`config.mk`:
```
export PLATFORM = sky130hd
export DESIGN_NAME = btmx_ctrl
export DESIGN_NICKNAME = d
export VERILOG_FILES = /design/src/rtl/btmx_pkg.sv /design/src/rtl/btmx_ctrl.sv
export SDC_FILE = /design/constraint.sdc
export NUM_CORES = 1
export LEC_CHECK = 0
export ABC_AREA = 1
export BUFFER_PORTS_ARGS = -buffer_cell sky130_fd_sc_hd__buf_4
export CORE_AREA = 2 2 39 41
export CTS_BUF_LIST = sky130_fd_sc_hd__clkbuf_8 sky130_fd_sc_hd__clkbuf_16
export CTS_CLUSTER_DIAMETER = 30
export DETAILED_ROUTE_END_ITERATION = 16
export DIE_AREA = 0 0 41 43
export PLACE_DENSITY = 0.62
export RECOVER_POWER = 25
export SLEW_MARGIN = 20
export SYNTH_ARGS = -nofsm -noshare
export SYNTH_HDL_FRONTEND = slang
export SYNTH_SLANG_ARGS = --single-unit
```
`constraint.sdc`:
```
create_clock -name clk -period 1.2 [get_ports clk]
set_input_delay 0.24 -clock clk [delete_from_list [all_inputs] [get_ports clk]]
set_output_delay 0.24 -clock clk [all_outputs]
set_load 0.02 [all_outputs]
```
`src/rtl/btmx_pkg.sv`:
```
// ----------------------------------------------------------------------------
// btmx_pkg
// shared constants, types and codes of the binary trie max-xor multiset
// ----------------------------------------------------------------------------
package btmx_pkg;

  // key and pool geometry
  localparam int KEY_BITS    = 32;
  localparam int NODE_COUNT  = 131072;
  localparam int COUNT_WIDTH = 20;

  // field widths of the channels
  localparam int KEY_W    = 32;
  localparam int ACTION_W = 2;
  localparam int STATUS_W = 3;

  // derived widths
  localparam int NODE_W  = $clog2(NODE_COUNT);
  localparam int FREE_W  = $clog2(NODE_COUNT + 1);
  localparam int DEPTH_W = $clog2(KEY_BITS + 1);
  localparam int IDX_W   = $clog2(KEY_BITS);

  typedef logic [NODE_W-1:0]      node_t;
  typedef logic [FREE_W-1:0]      free_t;
  typedef logic [FREE_W:0]        free_ext_t;
  typedef logic [DEPTH_W-1:0]     depth_t;
  typedef logic [IDX_W-1:0]       idx_t;
  typedef logic [COUNT_WIDTH-1:0] count_t;
  typedef logic [KEY_W-1:0]       key_t;

  localparam count_t CNT_MAX = '1;

  typedef enum logic [ACTION_W-1:0] {
    ACT_INSERT = 2'd0,
    ACT_REMOVE = 2'd1,
    ACT_SEARCH = 2'd2,
    ACT_QUERY  = 2'd3
  } action_t;

  typedef enum logic [STATUS_W-1:0] {
    ST_OK        = 3'd0,
    ST_POOL_FULL = 3'd1,
    ST_ABSENT    = 3'd2,
    ST_EMPTY     = 3'd3,
    ST_OVERFLOW  = 3'd4
  } status_t;

  // one node of the pool: both child links and the pass count
  typedef struct packed {
    node_t  link1;
    node_t  link0;
    count_t count;
  } row_t;

  // what the datapath does with the row read in the previous cycle
  typedef enum logic [2:0] {
    EV_NONE,
    EV_PROBE,
    EV_UPDATE,
    EV_QROOT,
    EV_QCHILD
  } mode_t;

  typedef enum logic [3:0] {
    S_IDLE,
    S_START,
    S_PROBE_RD,
    S_PROBE_EV,
    S_UPD_RD,
    S_UPD_EV,
    S_QROOT_RD,
    S_QROOT_EV,
    S_QCHILD_RD,
    S_QCHILD_EV,
    S_RESULT
  } state_t;

  typedef struct packed {
    logic  load;
    logic  rewind;
    mode_t mode;
    logic  rd_child;
    logic  emit;
  } cmd_t;

  typedef struct packed {
    action_t act;
    logic    early;
    logic    walk_end;
    logic    proceed;
    logic    out_free;
  } sts_t;

endpackage

```
`src/rtl/btmx_ctrl.sv`:
```
// ----------------------------------------------------------------------------
// btmx_ctrl
// sequencer of the trie walks: probe, update and query
// ----------------------------------------------------------------------------
module btmx_ctrl (
  input  logic           clk,
  input  logic           rst,
  input  logic           item_valid,
  output logic           item_ready,
  input  btmx_pkg::sts_t sts,
  output btmx_pkg::cmd_t cmd
);

  btmx_pkg::state_t state;
  btmx_pkg::state_t state_next;

  always_ff @(posedge clk) begin
    if (rst) begin
      state <= btmx_pkg::S_IDLE;
    end else begin
      state <= state_next;
    end
  end

  always_comb begin
    state_next   = state;
    cmd.load     = 1'b0;
    cmd.rewind   = 1'b0;
    cmd.mode     = btmx_pkg::EV_NONE;
    cmd.rd_child = 1'b0;
    cmd.emit     = 1'b0;
    item_ready   = 1'b0;

    unique case (state)
      btmx_pkg::S_IDLE: begin
        // no beat is taken while reset is held
        item_ready = !rst;
        if (item_valid && !rst) begin
          cmd.load   = 1'b1;
          state_next = btmx_pkg::S_START;
        end
      end
      btmx_pkg::S_START: begin
        if (sts.early) begin
          state_next = btmx_pkg::S_RESULT;
        end else if (sts.act == btmx_pkg::ACT_QUERY) begin
          state_next = btmx_pkg::S_QROOT_RD;
        end else begin
          state_next = btmx_pkg::S_PROBE_RD;
        end
      end
      btmx_pkg::S_PROBE_RD: begin
        state_next = btmx_pkg::S_PROBE_EV;
      end
      btmx_pkg::S_PROBE_EV: begin
        cmd.mode = btmx_pkg::EV_PROBE;
        if (!sts.walk_end) begin
          state_next = btmx_pkg::S_PROBE_RD;
        end else if ((sts.act == btmx_pkg::ACT_INSERT || sts.act == btmx_pkg::ACT_REMOVE)
                     && sts.proceed) begin
          cmd.rewind = 1'b1;
          state_next = btmx_pkg::S_UPD_RD;
        end else begin
          state_next = btmx_pkg::S_RESULT;
        end
      end
      btmx_pkg::S_UPD_RD: begin
        state_next = btmx_pkg::S_UPD_EV;
      end
      btmx_pkg::S_UPD_EV: begin
        cmd.mode   = btmx_pkg::EV_UPDATE;
        state_next = sts.walk_end ? btmx_pkg::S_RESULT : btmx_pkg::S_UPD_RD;
      end
      btmx_pkg::S_QROOT_RD: begin
        state_next = btmx_pkg::S_QROOT_EV;
      end
      btmx_pkg::S_QROOT_EV: begin
        cmd.mode   = btmx_pkg::EV_QROOT;
        state_next = btmx_pkg::S_QCHILD_RD;
      end
      btmx_pkg::S_QCHILD_RD: begin
        cmd.rd_child = 1'b1;
        state_next   = btmx_pkg::S_QCHILD_EV;
      end
      btmx_pkg::S_QCHILD_EV: begin
        cmd.mode   = btmx_pkg::EV_QCHILD;
        state_next = sts.walk_end ? btmx_pkg::S_RESULT : btmx_pkg::S_QCHILD_RD;
      end
      btmx_pkg::S_RESULT: begin
        if (sts.out_free) begin
          cmd.emit   = 1'b1;
          state_next = btmx_pkg::S_IDLE;
        end
      end
      default: begin
        state_next = btmx_pkg::S_IDLE;
      end
    endcase
  end

endmodule
```
==> results of run 1 <==
## power by group
part / internal, mW / switching (mW) / leakage, nW
combinational: 0.390 / 0.474 / 0.281
clock: 0.213 / 0.0631 / 0.0216
sequential: 0.201 / 0.0946 / 0.0356
## layout by cell type, fill, tap and decap left out, types with 2 or more instances in the layout
cell	Yosys	final
inv_1	10	7
nand2_1	13	9
inv_2	2	2
buf_4	0	18
dfxtp_4	0	4
nand3_2	0	2
nor2_2	1	5
clkbuf_8	0	3
o21ai_0	4	4
nor2_4	1	4
o22ai_1	2	2
nand3_1	5	3
inv_4	0	3
nand2_2	2	5
nor2_1	16	9
buf_6	0	4
## metal layers
metal / GRT usage [%] / up-vias / part of all wire (%) / wire length [um]
met3: 1.57 / 0 / 2.6 / 28
met2: 22.2 / 5 / 57 / 614
met4: 8.00 / 0 / 0 / 0
met1: 14.0 / 237 / 40 / 435
li1: - / 266 / - / -
met5: 0 / - / 0 / 0
## final cells by class
| class | instances | area share [%] |
|---|---|---|
| inverters | 13 | 8.08 |
| well taps | 16 | 2.87 |
| clock buffers | 3 | 5.92 |
| flip-flops and latches | 4 | 13.6 |
| multi-input cells | 50 | 43.6 |
| repair buffers | 22 | 25.9 |
## Yosys cell counts, drive strengths merged
| master | instances |
|---|---|
| nand2 | 15 |
| o21ai | 4 |
| nor3 | 2 |
| dfxtp | 4 |
| nor4 | 1 |
| inv | 12 |
| nand3b | 1 |
| nand4 | 1 |
| nand3 | 5 |
| a21oi | 1 |
| nor2 | 18 |
| clkinv | 1 |
| o22ai | 2 |
## metrics by stage
| step | setup WS [ns] | hold slack (ns) | area, um2 | TNS [ns] | util, % |
|---|---|---|---|---|---|
| global placement | 0.0120 | 0.468 | 542 | 0 | 39.2 |
| finish | -0.167 | 0.235 | 697 | -0.714 | 50.4 |
| detailed placement | 0.00199 | 0.466 | 542 | 0 | 39.2 |
| global route | -0.212 | 0.248 | 697 | -1.15 | 50.4 |
| floorplan | -0.0188 | 0.309 | 372 | -0.0392 | - |
| CTS | -0.170 | 0.232 | 622 | -0.704 | 44.9 |
## logic make-up (layout without fill, tap and decap cells)
group	Yosys count	in the layout	share of synthesized area (%)
AO/OA/AOI/OAI	7	7	10.4
buffers and inverters	13	38	13.5
flip-flops	4	4	22.2
AND/OR/NAND/NOR	43	43	53.8
## worst max path at each step
stage               depth (start not counted)  startpoint  endpoint  slack (ns)
finish                                      3    state[0]    cmd[0]       -0.17
global route                                3    state[0]    cmd[0]       -0.21
CTS                                         6    state[2]    cmd[6]       -0.17
detailed placement                          5    state[2]    cmd[3]       0.002
global placement                            4    state[3]    cmd[5]        0.01
floorplan                                   2    state[1]    cmd[0]       -0.02
## repair_timing
item | 4_1_cts | 5_1_grt
resized for setup | 14 | 22
setup endpoints to repair | 8 | 11
pin swaps | 1 | 13
hold endpoints to repair | 0 | 0
buffers inserted | 2 | 1
gates cloned | 0 | 0
==> impl_metrics.env, run 1 <==
export IMPL_status="finished with violations"
export IMPL_violations="negative setup slack"
export IMPL_holdBufCountCts=0
export IMPL_cpLargestDelayFamily="flip-flops"
export IMPL_cts_root_buf="clkbuf_8"
export IMPL_multi_input_area_um2=304
export IMPL_hold_violations=0
export IMPL_start_util_pct=26.0
export IMPL_holdPathStages=2
export IMPL_vias=508
export IMPL_clkTransAtPathRegs_ns=0.03
export IMPL_hold_start="rst"
export IMPL_crit_path_frequent_cell="buf_4"
export IMPL_io_pin_count=17
export IMPL_drive_gt1_share_pct=58.7
export IMPL_cts_sinks=4
export IMPL_ys_warn_count=0
export IMPL_ff2ff_path_depth=6
export IMPL_areaGrowthSynthToFinish_pct=93.4
export IMPL_portBuffers=16
export IMPL_antenna_found_initial=0
export IMPL_fmax_mhz=731
export IMPL_postRouteAntennaNets=0
export IMPL_reg_top3="state: 4 flops"
export IMPL_viasPerCell=4.70
export IMPL_largest_reg_flops=4
export IMPL_finalCritPeriodShare_pct=114
export IMPL_nFillCells=137
export IMPL_finalNetCount=103
export IMPL_startpoint_type="flop"
export IMPL_yosys_cell_types_count=17
export IMPL_hold_path_class="in -> reg"
export IMPL_whs_endpoint="state[1]"
export IMPL_clk_path_buf_depth=2
export IMPL_ir_drop_mv=1.44
export IMPL_ys_ff_latch=4
export IMPL_final_setup_worst_slack_ns=-0.167
export IMPL_dr_first_iter_drc_count=2
export IMPL_syn_nets=76
export IMPL_syn_avg_cell_area_um2=5.38
export IMPL_cp_arrival_ns=1.13
export IMPL_grt_overflow=0
export IMPL_crit_fanout=5
export IMPL_grt_pass1_wl_um=1590
export IMPL_grt_pass1_vias=443
export IMPL_clock_latency_ns=0.21
export IMPL_final_min_clock_period_ns=1.37
export IMPL_grt_max_degree=8
export IMPL_maxCapViolations=0
export IMPL_synth_area_top_cells="dfxtp_1 22%, nor2_1 17%, nand2_1 14%"
export IMPL_cp_num_buf_inv=2
export IMPL_die_width_um=41
export IMPL_worst_pin_slew_ns=0.186
export IMPL_synth_area_um2=360
export IMPL_setup_viol=7
export IMPL_crit_type="reg -> out"
export IMPL_fin_skew_ns=0.000225
export IMPL_yosys_area_top_type="dfxtp_1"
export IMPL_syn_inst=67
export IMPL_yosysSeqAreaShare_pct=22.2
export IMPL_drc=0
export IMPL_htreeDepth=1
export IMPL_top_register="state"
export IMPL_total_power_mw=1.44
export IMPL_hpwl_um=780
export IMPL_drtPass1Iterations=2
export IMPL_gp_congestion=0.842
export IMPL_die_area_um2=1760
export IMPL_rrSetupSlack_ns=0.07
export IMPL_wl_per_cell_um=9.98
export IMPL_slowest_delay_ns=0.36
export IMPL_cp_cell_sequence="buf_4, nor4_2, buf_4"
export IMPL_dp_cells=103
export IMPL_die_h_um=43
export IMPL_rsz0062_at_grt="yes"
export IMPL_antennaDiodeCount=0
export IMPL_cts_buffers_inserted=3
export IMPL_rows=14
export IMPL_p_leak_nw=0.338
export IMPL_regArea_um2=95.1
export IMPL_slew_headroom_pct=87.5
export IMPL_wl_um=1080
export IMPL_crit_slowest_cell="dfxtp_4"
export IMPL_grt_util_all_layers_pct=13.0
export IMPL_slew_viol_final=0
export IMPL_crit_reg2reg_launch="state[1]"
export IMPL_layout_cells_non_filler=108
export IMPL_synth_top_area_share_pct=22.2
export IMPL_cts_tree="built"
export IMPL_core_um2=1380
export IMPL_powerDensity_nw_per_um2=2060
export IMPL_crit_path_end_kind="output pin"
export IMPL_crit_required_ns=0.96
export IMPL_r2r_end="state[0]"
Power figures use the tool's default switching activity.
==> run 2, diff against run 1 <==
--- a/config.mk
+++ b/config.mk
@@ -9,3 +9,5 @@
 export BUFFER_PORTS_ARGS = -buffer_cell sky130_fd_sc_hd__buf_4
-export CORE_AREA = 2 2 39 41
+export CELL_PAD_IN_SITES_DETAIL_PLACEMENT = 0
+export CELL_PAD_IN_SITES_GLOBAL_PLACEMENT = 1
+export CORE_UTILIZATION = 26
 export CTS_BUF_LIST = sky130_fd_sc_hd__clkbuf_8 sky130_fd_sc_hd__clkbuf_16
@@ -13,4 +15,3 @@
 export DETAILED_ROUTE_END_ITERATION = 16
-export DIE_AREA = 0 0 41 43
-export PLACE_DENSITY = 0.62
+export PLACE_DENSITY = 0.83
 export RECOVER_POWER = 25
--- a/constraint.sdc
+++ b/constraint.sdc
@@ -3,2 +3,2 @@
 set_output_delay 0.24 -clock clk [all_outputs]
-set_load 0.02 [all_outputs]
+set_load 0.005 [all_outputs]
==> run 2 against run 1 <==
Net effect:
- the flow still finishes with violations (negative setup slack)
- clock skew up 0.0011 ns
- power fell by 0.30%
- non-clock buffer count up 8
- critical path type unchanged
- largest cell class unchanged
- largest power group unchanged
==> impl_metrics.env, run 2 (synthesis gave the netlist of run 1 again) <==
export IMPL_status="finished with violations"
export IMPL_violations="negative setup slack"
export IMPL_top_register="state"
export IMPL_fin_area_um2=729
export IMPL_antenna_found_initial=0
export IMPL_finalNetCount=111
export IMPL_crit_type="reg -> out"
export IMPL_reg_top3="state: 4 flops"
export IMPL_ir_drop_mv=1.11
export IMPL_total_power_mw=1.43
export IMPL_die_h_um=39.2
export IMPL_cts_sinks=4
export IMPL_drive_gt1_share_pct=54.0
export IMPL_rsz0062_at_grt="yes"
export IMPL_grt_max_degree=8
export IMPL_drc=0
export IMPL_layout_common_cells="28 x buf_4, 12 x nor2_1, 11 x nand2_1"
export IMPL_grt_pass1_vias=479
export IMPL_viasPerCell=4.51
export IMPL_crit_required_ns=0.96
export IMPL_startpoint_type="flop"
export IMPL_die_area_um2=1540
export IMPL_mostFrequentLayoutCell="buf_4"
export IMPL_final_min_clock_period_ns=1.34
export IMPL_htreeDepth=1
export IMPL_io_pin_count=17
export IMPL_setup_tns_ns=-0.605
export IMPL_gp_congestion=0.778
export IMPL_hold_violations=0
export IMPL_areaGrowthSynthToFinish_pct=102
export IMPL_clock_latency_ns=0.21
export IMPL_maxCapViolations=0
export IMPL_hpwl_um=728
export IMPL_slew_headroom_pct=86.8
export IMPL_drtPass1Iterations=3
export IMPL_cts_tree="built"
export IMPL_start_util_pct=27.7
export IMPL_setup_viol=8
export IMPL_holdBufCountCts=0
export IMPL_worst_pin_slew_ns=0.195
export IMPL_powerDensity_nw_per_um2=1960
export IMPL_grt_pass1_wl_um=1860
export IMPL_crit_path_end_kind="output pin"
export IMPL_cp_arrival_ns=1.10
export IMPL_dp_cells=102
export IMPL_antennaDiodeCount=0
export IMPL_postRouteAntennaNets=0
export IMPL_crit_fanout=4
export IMPL_layout_cells_non_filler=115
export IMPL_clkTransAtPathRegs_ns=0.03
export IMPL_portBuffers=16
export IMPL_wl_per_cell_um=10.4
export IMPL_core_um2=1300
export IMPL_wl_um=1200
export IMPL_cts_buffers_inserted=3
export IMPL_slew_viol_final=0
export IMPL_p_leak_nw=0.372
export IMPL_final_setup_worst_slack_ns=-0.145
export IMPL_dr_first_iter_drc_count=7
export IMPL_grt_overflow=0
export IMPL_vias=519
export IMPL_finalCritPeriodShare_pct=112
export IMPL_grt_util_all_layers_pct=17.7
export IMPL_fin_skew_ns=0.00134
export IMPL_fmax_mhz=744
export IMPL_post_dp_cell_area_um2=529
export IMPL_die_width_um=39.2
export IMPL_rows=13
export IMPL_cts_root_buf="clkbuf_8"
export IMPL_clk_path_buf_depth=2
export IMPL_largest_reg_flops=4
export IMPL_hold_path_class="in -> reg"
## run 2: cell count changes in the layout (fill, tap and decap cells not counted), sizes merged
| cell | change |
|---|---|
| buf | +8 |
## run 2: worst paths after layout
path	start	endpoint	slack [ns]	cells after the start
worst max-delay path	state[0]	cmd[6]	-0.14	6
worst min-delay path	rst	state[2]	0.24	2
worst max register to register	state[0]	state[1]	-0.03	9
worst min register to register	state[0]	state[0]	0.48	1
## run 2: metal layers
layer	track usage (%)	vias up	wire [um]
li1	-	278	-
met1	17.8	228	484
met2	35.4	11	643
met3	1.73	2	41
met4	7.76	0	26
met5	0	-	0
## run 2: final cells by class
class                   instances  area (um2)
well taps                      15        18.8
flip-flops and latches          4        90.1
repair buffers                 30         233
inverters                      13        58.8
fillers                       129         572
multi-input cells              50         288
clock buffers                   3        41.3
## run 2: per-stage QoR
| step | util [%] | worst slack (ns) | hold WS (ns) |
|---|---|---|---|
| finish | 56.1 | -0.145 | 0.242 |
| global placement | 40.7 | -0.00219 | 0.452 |
| CTS | 52.9 | -0.122 | 0.240 |
| detailed placement | 40.7 | -0.0134 | 0.462 |
| global route | 56.1 | -0.221 | 0.248 |
| floorplan | - | 0.130 | 0.309 |
## run 2: what timing repair did
action                                  CTS  global route
endpoints found under the setup margin    7            10
pin swaps                                 5             4
gates resized for setup                  16            13
setup buffers                            10             0
## run 2: report_power, final
group          internal [mW]  total [mW]  switching, mW
clock                  0.213       0.269         0.0566
sequential             0.199       0.275         0.0764
combinational          0.448       0.887          0.439
## run 2: worst max-delay path, stage by stage, from the launching register on
cell and delay, ns:
dfxtp_4 0.35, inv_4 0.06, nand2_4 0.05, nor2_4 0.11, inv_2 0.04, nor3_2 0.14, buf_4 0.13
